==> config.mk <==
export PLATFORM = sky130hd
export DESIGN_NAME = ordered_value_list
export DESIGN_NICKNAME = d
export VERILOG_FILES = /design/src/rtl/olist_pkg.sv /design/src/rtl/olist_datapath.sv /design/src/rtl/olist_ctrl.sv /design/src/rtl/ordered_value_list.sv
export SDC_FILE = /design/constraint.sdc
export NUM_CORES = 1
export LEC_CHECK = 0
export BUFFER_PORTS_ARGS = -buffer_cell sky130_fd_sc_hd__buf_4
export CORE_ASPECT_RATIO = 2
export CORE_MARGIN = 3
export CORE_UTILIZATION = 62
export DETAILED_ROUTE_END_ITERATION = 10
export PLACE_DENSITY = 0.76
export SYNTH_ARGS = -nofsm -noshare
export SYNTH_HDL_FRONTEND = slang
export SYNTH_SLANG_ARGS = --single-unit
==> constraint.sdc <==
create_clock -name clk -period 5.2 [get_ports clk]
set_input_delay 0.78 -clock clk [delete_from_list [all_inputs] [get_ports clk]]
set_output_delay 0.78 -clock clk [all_outputs]
set_load 0.01 [all_outputs]
==> src/rtl/olist_pkg.sv <==
`timescale 1ns / 1ps
package olist_pkg;

    localparam int StatusW = 3;
    localparam int ReqW    = 2;
    localparam int CountW  = 5;

    localparam logic [ReqW-1:0] REQ_APPEND = 2'd0;
    localparam logic [ReqW-1:0] REQ_DELETE = 2'd1;
    localparam logic [ReqW-1:0] REQ_SEARCH = 2'd2;

    localparam logic [StatusW-1:0] ST_APPENDED = 3'd0;
    localparam logic [StatusW-1:0] ST_FULL     = 3'd1;
    localparam logic [StatusW-1:0] ST_DELETED  = 3'd2;
    localparam logic [StatusW-1:0] ST_MISSED   = 3'd3;
    localparam logic [StatusW-1:0] ST_FOUND    = 3'd4;
    localparam logic [StatusW-1:0] ST_NOTFOUND = 3'd5;

    typedef struct packed {
        logic               load;       // latch request, restart walk
        logic               append_wr;  // write new word at tail, count up
        logic               rd_en;      // read entry at walk index, index up
        logic               shift_wr;   // move read entry one place toward head
        logic               dec_count;
        logic               finish;     // load result register
        logic [StatusW-1:0] result;
    } olist_cmd_t;

    typedef struct packed {
        logic [ReqW-1:0] in_type;
        logic [ReqW-1:0] cur_type;
        logic            out_busy;
        logic            full;
        logic            empty;
        logic            more;      // walk index below count
        logic            pend_vld;  // read data valid this cycle
        logic            hit;
        logic            last;      // read data is from the tail entry
    } olist_sts_t;

endpackage

==> src/rtl/olist_datapath.sv <==
`timescale 1ns / 1ps
module olist_datapath
    import olist_pkg::*;
#(
    parameter int DEPTH = 16
)(
    input  logic                clk,
    input  logic                rst_n,
    input  olist_cmd_t          cmd,
    output olist_sts_t          sts,
    input  logic [ReqW-1:0]     in_type,
    input  logic signed [31:0]  in_value,
    input  logic                out_ready,
    output logic                out_valid,
    output logic [StatusW-1:0]  out_status,
    output logic [CountW-1:0]   out_count
);

    localparam int AW = (DEPTH > 1) ? $clog2(DEPTH) : 1;
    localparam int CW = $clog2(DEPTH + 1);

    logic [31:0]        mem [DEPTH];

    logic [CW-1:0]      count_reg, count_next;
    logic [CW-1:0]      idx_reg, idx_next;
    logic               pend_vld_reg, pend_vld_next;
    logic [AW-1:0]      pend_idx_reg;
    logic [31:0]        rd_data_reg;
    logic [31:0]        key_reg;
    logic [ReqW-1:0]    type_reg;
    logic               out_vld_reg, out_vld_next;
    logic [StatusW-1:0] out_status_reg;
    logic [CountW-1:0]  out_count_reg;

    logic [AW-1:0]      wr_addr;
    logic [31:0]        wr_data;
    logic               wr_en;

    always_comb
    begin
        count_next = count_reg;
        if (cmd.append_wr)
        begin
            count_next = count_reg + CW'(1);
        end
        else if (cmd.dec_count)
        begin
            count_next = count_reg - CW'(1);
        end

        idx_next = idx_reg;
        if (cmd.load)
        begin
            idx_next = '0;
        end
        else if (cmd.rd_en)
        begin
            idx_next = idx_reg + CW'(1);
        end

        pend_vld_next = cmd.load ? 1'b0 : cmd.rd_en;

        out_vld_next = out_vld_reg;
        if (cmd.finish)
        begin
            out_vld_next = 1'b1;
        end
        else if (out_ready)
        begin
            out_vld_next = 1'b0;
        end

        wr_en   = cmd.append_wr | cmd.shift_wr;
        wr_addr = cmd.append_wr ? count_reg[AW-1:0] : (pend_idx_reg - AW'(1));
        wr_data = cmd.append_wr ? in_value : rd_data_reg;
    end

    always_ff @(posedge clk or negedge rst_n)
    begin
        if (!rst_n)
        begin
            count_reg    <= '0;
            idx_reg      <= '0;
            pend_vld_reg <= 1'b0;
            out_vld_reg  <= 1'b0;
        end
        else
        begin
            count_reg    <= count_next;
            idx_reg      <= idx_next;
            pend_vld_reg <= pend_vld_next;
            out_vld_reg  <= out_vld_next;
        end
    end

    always_ff @(posedge clk)
    begin
        if (wr_en)
        begin
            mem[wr_addr] <= wr_data;
        end
        if (cmd.rd_en)
        begin
            rd_data_reg  <= mem[idx_reg[AW-1:0]];
            pend_idx_reg <= idx_reg[AW-1:0];
        end
        if (cmd.load)
        begin
            key_reg  <= in_value;
            type_reg <= in_type;
        end
        if (cmd.finish)
        begin
            out_status_reg <= cmd.result;
            out_count_reg  <= CountW'(count_next);
        end
    end

    always_comb
    begin
        sts.in_type  = in_type;
        sts.cur_type = type_reg;
        sts.out_busy = out_vld_reg & ~out_ready;
        sts.full     = (count_reg == CW'(DEPTH));
        sts.empty    = (count_reg == '0);
        sts.more     = (idx_reg < count_reg);
        sts.pend_vld = pend_vld_reg;
        sts.hit      = (rd_data_reg == key_reg);
        sts.last     = (CW'(pend_idx_reg) == (count_reg - CW'(1)));
    end

    assign out_valid  = out_vld_reg;
    assign out_status = out_status_reg;
    assign out_count  = out_count_reg;

endmodule

==> src/rtl/olist_ctrl.sv <==
`timescale 1ns / 1ps
module olist_ctrl
    import olist_pkg::*;
(
    input  logic        clk,
    input  logic        rst_n,
    input  logic        in_valid,
    output logic        in_ready,
    input  olist_sts_t  sts,
    output olist_cmd_t  cmd
);

    localparam logic [1:0] S_IDLE  = 2'd0;
    localparam logic [1:0] S_SCAN  = 2'd1;
    localparam logic [1:0] S_SHIFT = 2'd2;

    logic [1:0] state_reg, state_next;

    always_comb
    begin
        state_next = state_reg;
        cmd        = '0;
        in_ready   = 1'b0;

        unique case (state_reg)
            S_IDLE:
            begin
                in_ready = ~sts.out_busy;
                if (in_valid && !sts.out_busy)
                begin
                    cmd.load = 1'b1;
                    priority if (sts.in_type == REQ_APPEND)
                    begin
                        cmd.finish = 1'b1;
                        if (sts.full)
                        begin
                            cmd.result = ST_FULL;
                        end
                        else
                        begin
                            cmd.append_wr = 1'b1;
                            cmd.result    = ST_APPENDED;
                        end
                    end
                    else if (sts.empty)
                    begin
                        cmd.finish = 1'b1;
                        cmd.result = (sts.in_type == REQ_DELETE) ? ST_MISSED : ST_NOTFOUND;
                    end
                    else
                    begin
                        state_next = S_SCAN;
                    end
                end
            end

            S_SCAN:
            begin
                cmd.rd_en = sts.more;
                if (sts.pend_vld)
                begin
                    priority if (sts.hit)
                    begin
                        if (sts.cur_type == REQ_DELETE)
                        begin
                            state_next = S_SHIFT;
                        end
                        else
                        begin
                            cmd.finish = 1'b1;
                            cmd.result = ST_FOUND;
                            state_next = S_IDLE;
                        end
                    end
                    else if (sts.last)
                    begin
                        cmd.finish = 1'b1;
                        cmd.result = (sts.cur_type == REQ_DELETE) ? ST_MISSED : ST_NOTFOUND;
                        state_next = S_IDLE;
                    end
                    else
                    begin
                        state_next = S_SCAN;
                    end
                end
            end

            S_SHIFT:
            begin
                cmd.rd_en = sts.more;
                if (sts.pend_vld)
                begin
                    cmd.shift_wr = 1'b1;
                end
                else
                begin
                    cmd.finish    = 1'b1;
                    cmd.dec_count = 1'b1;
                    cmd.result    = ST_DELETED;
                    state_next    = S_IDLE;
                end
            end

            default:
            begin
                state_next = S_IDLE;
            end
        endcase
    end

    always_ff @(posedge clk or negedge rst_n)
    begin
        if (!rst_n)
        begin
            state_reg <= S_IDLE;
        end
        else
        begin
            state_reg <= state_next;
        end
    end

endmodule

==> src/rtl/ordered_value_list.sv <==
`timescale 1ns / 1ps
// channel     | dir | tdata                               | tuser
// s_axis      | in  | [31:0] value (signed)               | [1:0] req_type
// m_axis      | out | [2:0] status, [7:3] entry_count     | -
//
// Append, and delete/search on an empty list, finish from idle without a walk.
// Otherwise search and delete walk the list; the walk reads one entry per cycle
// through the single read port of the entry memory.
// Reset clears the entry count and control state; entries need no clearing.
// A new word is taken only in idle, when the result register is empty or draining.
module ordered_value_list
    import olist_pkg::*;
#(
    parameter int DEPTH = 16
)(
    input  logic               clk,
    input  logic               rst_n,
    input  logic               s_axis_tvalid,
    output logic               s_axis_tready,
    input  logic signed [31:0] s_axis_tdata,   // [31:0] value
    input  logic [1:0]         s_axis_tuser,   // [1:0] req_type
    output logic               m_axis_tvalid,
    input  logic               m_axis_tready,
    output logic [7:0]         m_axis_tdata    // [2:0] status, [7:3] entry_count
);

    olist_cmd_t          cmd;
    olist_sts_t          sts;
    logic [StatusW-1:0]  status;
    logic [CountW-1:0]   entry_count;

    olist_ctrl u_ctrl (
        .clk      (clk),
        .rst_n    (rst_n),
        .in_valid (s_axis_tvalid),
        .in_ready (s_axis_tready),
        .sts      (sts),
        .cmd      (cmd)
    );

    olist_datapath #(
        .DEPTH (DEPTH)
    ) u_datapath (
        .clk        (clk),
        .rst_n      (rst_n),
        .cmd        (cmd),
        .sts        (sts),
        .in_type    (s_axis_tuser),
        .in_value   (s_axis_tdata),
        .out_ready  (m_axis_tready),
        .out_valid  (m_axis_tvalid),
        .out_status (status),
        .out_count  (entry_count)
    );

    assign m_axis_tdata = {entry_count, status};

endmodule

# == Word level (Yosys, flattened, before mapping) ==
# Memories as Yosys holds them, arrays and structs flattened. A register that Yosys moved wholly into a read port is not among the register bits.
# Cells that the tools add are included.
# word_totals
out_inout_bits,10
memories,1
ram_bits,512
word_cells,81
inputBits,38
regBits,60
# memory_table
memory,depth,width,rd,rd_clocked_by_memory_dff,write_ports,line,source
u_datapath.mem,16,32,1,1,1,olist_datapath.sv:22,logic [31:0] mem [DEPTH];
# classes
addsub,4
n_lt_le_gt_ge,1
n_bitwise,4
n_eq_ne,12
n_mux,40
reduce_logical,9
# op_table
operator,n
$eq A32 B32 Y1,1
$mux W32,1
$mux W4,8
$mux W5,5
$mux W2,10
$mux W1,12
$pmux W4 S3,1
$add A5 B1 Y5 const B,2
$eq A2 B1 Y1 const B,3
$mux W3,2
$ne A2 B2 Y1 const B,3
$pmux W2 S3,1
$eq A4 B5 Y1,1
$eq A5 B5 Y1 const B,1
$logic_not A5 Y1,1
$lt A5 B5 Y1,1
$reduce_and A5 Y1,1
$sub A5 B1 Y5 const B,1
$logic_not A2 Y1,2
$ne A2 B1 Y1 const B,2
$reduce_bool A2 Y1,2
$sub A4 B1 Y4 const B,1
$eq A2 B2 Y1 const B,1
$not A1 Y1,2
other kinds (5),5

# == Longest topological paths before layout ==
# depth
word_depth,9
depth_mapped,11
mapped_depth_nobuf,8

# == By module ==
# A second synthesis with hierarchy kept.
# unflattened
cells_unflattened,1118
hier_area_um2,23540.1
# by_module_without_submodules
module,cells_each,instances,area_per_inst_um2
olist_datapath,1075,1,23222.3
olist_ctrl,43,1,317.8

# == Worst setup path before layout ==
# No wires, ideal clock.
# synth_path
kind,input to register
startpoint,in m_axis_tready
endpoint,"mem u_datapath.mem[12][0], enable pin"
slack_ps,669
arrival_ps,4070
required_time_ps,4739
n_path_buf,2
path_stages,7
cell_sequence,nand2b_1 -> and3_1 -> and3_1 -> clkbuf_1 -> buf_6 -> o21a_1 -> nor3_1
# synth_via
elab_chain_len,9
word_cells_on_any_way,10
cone_classes,5 x mux; 3 x bitwise; 2 x reduce/logical
# synth_rtl
element,line,source
"start, declared",ordered_value_list.sv:23,"input logic m_axis_tready,"
$not A1 Y1 (*),olist_datapath.sv:123,sts.out_busy = out_vld_reg & ~out_ready;
$and A1 B1 Y1 (*),olist_datapath.sv:123,
$logic_not A1 Y1 (*),olist_ctrl.sv:29,if (in_valid && !sts.out_busy)
$logic_and A1 B1 Y1 (*),olist_ctrl.sv:29,
$mux W2 (*),olist_ctrl.sv:29,
$mux W2 (*),olist_ctrl.sv:25,unique case (state_reg)
$or A1 B1 Y1,olist_datapath.sv:73,wr_en = cmd.append_wr | cmd.shift_wr;
$mux W1,olist_datapath.sv:98,if (wr_en)
$mux W1 (implied by the code),olist_datapath.sv:100,mem[wr_addr] <= wr_data;
"end, declared",olist_datapath.sv:22,
# Every way passes the cells marked *; elsewhere a longest branch is shown, timed or not.

# == Worst setup path after layout ==
# layout_path
startpoint,reg u_ctrl.state_reg[1]
endpoint,"mem u_datapath.mem[15][21], enable pin"
# layout_via
elab_chain_len,5
word_cells_on_any_way,8
cone_classes,1 x eq/ne; 5 x mux; 1 x bitwise; 1 x reduce/logical
# layout_rtl
element,line,source
"start, declared",olist_ctrl.sv:17,"logic [1:0] state_reg, state_next;"
"start signal, assigned",olist_ctrl.sv:119,state_reg <= state_next;
$eq A2 B2 Y1 or $logic_not A2 Y1 (tied branches),olist_ctrl.sv:25,
$mux W2,olist_ctrl.sv:25,
$or A1 B1 Y1,olist_datapath.sv:73,
$mux W1,olist_datapath.sv:98,
$mux W1 (implied by the code),olist_datapath.sv:100,
# Parallel ways exist; a longest one is shown, timed or not.

==> qor.yml <==
status: "completed"
synth_fa_ha_area_share_pct: 0.687
largest_reg_flops: 512
finalNetCount: 1236
fin_util_pct: 70.0
post-route-drc-count: 0
antenna_left: 0
cts_buffers: 49
avgSynthCellArea_sq_um: 21.4
htreeDepth: 2
io_buffers: 47
p_clk_share_pct: 25.4
powerDensity_nw_per_um2: 542
vdd_drop_max_mv: 0.344
synth_compound_area_share_pct: 1.08
synth.cell_area_sq_um: 23700
drv_slew: 0
fin_worst_skew_ns: 0.0137
comb_power_share_pct: 26.4
rsz0062_at_grt: "no"
viasPerCell: 6.68
finalPower_uw: 14200
clk_path_buf_depth: 3
grt_pass1_wl_mm: 78.9
post_cts_resized: 0
worstPathRequired_ns: 5.45
layout_common_cells: "edfxtp_1, mux4_2, nand2_1"
switchingPower_uw: 4270
fin_tns_setup_ns: 0
grt_usage_pct: 27.1
synth-simple-area-share_pct: 3.41
hold_buffers: 0
synth_edf_count: 590
drv_cap: 0
syn_inst: 1109
maxSlewHeadroom_pct: 28.3
vias: 11233
syn_to_final_growth_pct: 10.7
ios: 48
critPathCaptureType: "register"
cts_setup_buffers: 0
ys_seq_area_share_pct: 76.3
drt-pass1-iter-count: 7
leakage_uw: 0.00846
drive_gt1_share_pct: 27.8
cp_max_fo: 33
fmax_mhz: 263
cts-root-buf: "clkbuf_16"
clk_latency_ns: 0.57
crit_type: "register to register"
final_cells: 1682
die_height_microns: 282
drtIter0Drc: 1055
place.gp.congestion: 0.832
fin_crit_ns: 3.80
n_fill_cell: 2182
rows: 100
ys_ff_latch: 604
hold_class: "primary input to asynchronous set/reset pin"
grt_max_degree: 78
arrival_ns: 4.05
grt_pass1_vias: 11859
totalWireLength_mm: 52.7
async_reset_ff_share_pct: 2.32
diodes: 0
die_x_microns: 144
synth_cell_types: 44
initial_core_util_pct: 63.3
clock-sinks: 604
antenna_found_initial: 0
hold_viol: 0
synth_flop_cell: "edfxtp_1"
detail_route.wl_per_cell_microns: 31.3
numPlacedInstances: 1593
worst_setup_path_start_kind: "register"
clk_pin_slew_ns: 0.07
p_int_uw: 9940
dp_hpwl_mm: 31.3
die-area_sq_um: 40700
period_share_pct: 73.0
grt-ovfl-total: 0
core_area_sq_um: 37400
sequentialPowerShare_pct: 48.3
cts_tree: "done"
power_switching_share_pct: 30.1
synthMuxAreaShare_pct: 15.3
ys.warnings.count: 0
finalSetupViolCount: 0
syn_nets: 1160
synth-xor-area-share_pct: 1.70
worstMarginPinSlew_ns: 1.07
final_common_cell: "edfxtp_1"
synth_top_family_by_area: "multiplexers"
==> layout make-up <==
class / instances / area [sq um] / area share [%]
Inverter: 12 / 45.0 / 0.172
Multi-Input combinational cell: 441 / 5350 / 20.4
Clock buffer: 59 / 1340 / 5.10
Tap cell: 459 / 574 / 2.19
Clock inverter: 30 / 229 / 0.874
Sequential cell: 604 / 18100 / 69.0
Timing Repair Buffer: 77 / 591 / 2.25
==> path summary, 6_finish.rpt <==
path                                       start                     end  slack, ns  cells after the start
setup / recovery             u_ctrl.state_reg[1]  u_datapath.mem[15][21]       1.40                      9
hold / removal                             rst_n    u_datapath.out_valid       0.06                      1
setup reg to reg             u_ctrl.state_reg[1]  u_datapath.mem[15][21]       1.40                      9
hold reg to reg            u_datapath.idx_reg[4]   u_datapath.idx_reg[4]       0.57                      2
max in group asynchronous                  rst_n   u_datapath.idx_reg[0]       4.94                      1
min in group clk                s_axis_tdata[28]  u_datapath.key_reg[28]       0.40                      1
==> worst max-delay path, stage by stage (launching register included) <==
cell and delay, ns:
dfrtp_1 0.40, inv_1 0.13, ha_1 0.23, and3_2 0.60
and3_2 0.57, buf_4 0.50, nor4_1 0.10, a31oi_1 0.48
nor3_2 0.08, buf_4 0.35
==> metal layers <==
metal	GRT usage (%)	wire length, microns	vias to the layer above
met3	3.03	2760	106
met5	0	0	-
met1	34.6	18300	5921
met2	48.0	29400	510
li1	-	-	4696
met4	10.7	2280	0
==> power groups by stage <==
| stage | clock network [uW] | registers [uW] | logic [uW] |
|---|---|---|---|
| global placement | 0 | 6950 | 3670 |
| floorplan | 0 | 6700 | 2760 |
| detailed placement | 0 | 6960 | 3770 |
| finish | 3610 | 6860 | 3750 |
| CTS | 3660 | 6860 | 3800 |
| global route | 3840 | 6900 | 4030 |
==> cell families (layout without fill, tap and decap cells) <==
| group | count (synthesis) | count (layout) |
|---|---|---|
| AO/OA/AOI/OAI | 40 | 40 |
| AND/OR/NAND/NOR | 179 | 179 |
| adder cells (fa/ha/maj) | 13 | 13 |
| XOR/XNOR | 46 | 46 |
| multiplexers | 163 | 163 |
| buffers and inverters | 64 | 178 |
| flip-flops | 604 | 604 |
==> synthesized netlist by cell type (2+ instances only) <==
cell type	n	area, sq um
a21oi_1	9	45.0
a31oi_1	3	18.8
a41oi_1	2	17.5
and3_1	5	31.3
and4_1	2	17.5
buf_1	11	41.3
buf_2	12	60.1
buf_6	12	135
clkbuf_1	16	60.1
dfrtp_1	14	350
edfxtp_1	590	17700
ha_1	13	163
inv_1	12	45.0
mux2i_1	2	20.0
mux4_2	160	3600
nand2_1	105	394
nand2b_1	4	25.0
nand3_1	6	30.0
nand3b_1	2	15.0
nand4_1	3	18.8
nor2_1	13	48.8
nor2b_1	2	12.5
nor3_1	21	105
nor4_1	10	62.6
o211ai_1	2	15.0
o21a_1	2	15.0
o21ai_0	3	15.0
o21ai_1	7	35.0
o22ai_1	4	25.0
o31ai_1	3	22.5
or3_1	2	12.5
xnor2_1	9	78.8
xor2_1	37	324
==> per-stage QoR <==
step	cell area [sq um]	setup slack (ns)	hold WS (ns)
6_report	26200	1.40	0.0572
5_1_grt	26200	1.26	0.0525
4_1_cts	26200	1.45	0.0390
3_5_place_dp	24600	1.19	0.566
3_3_place_gp	24600	1.31	0.554
2_1_floorplan	23700	0.669	0.448
(Power assumes the default switching activity.)
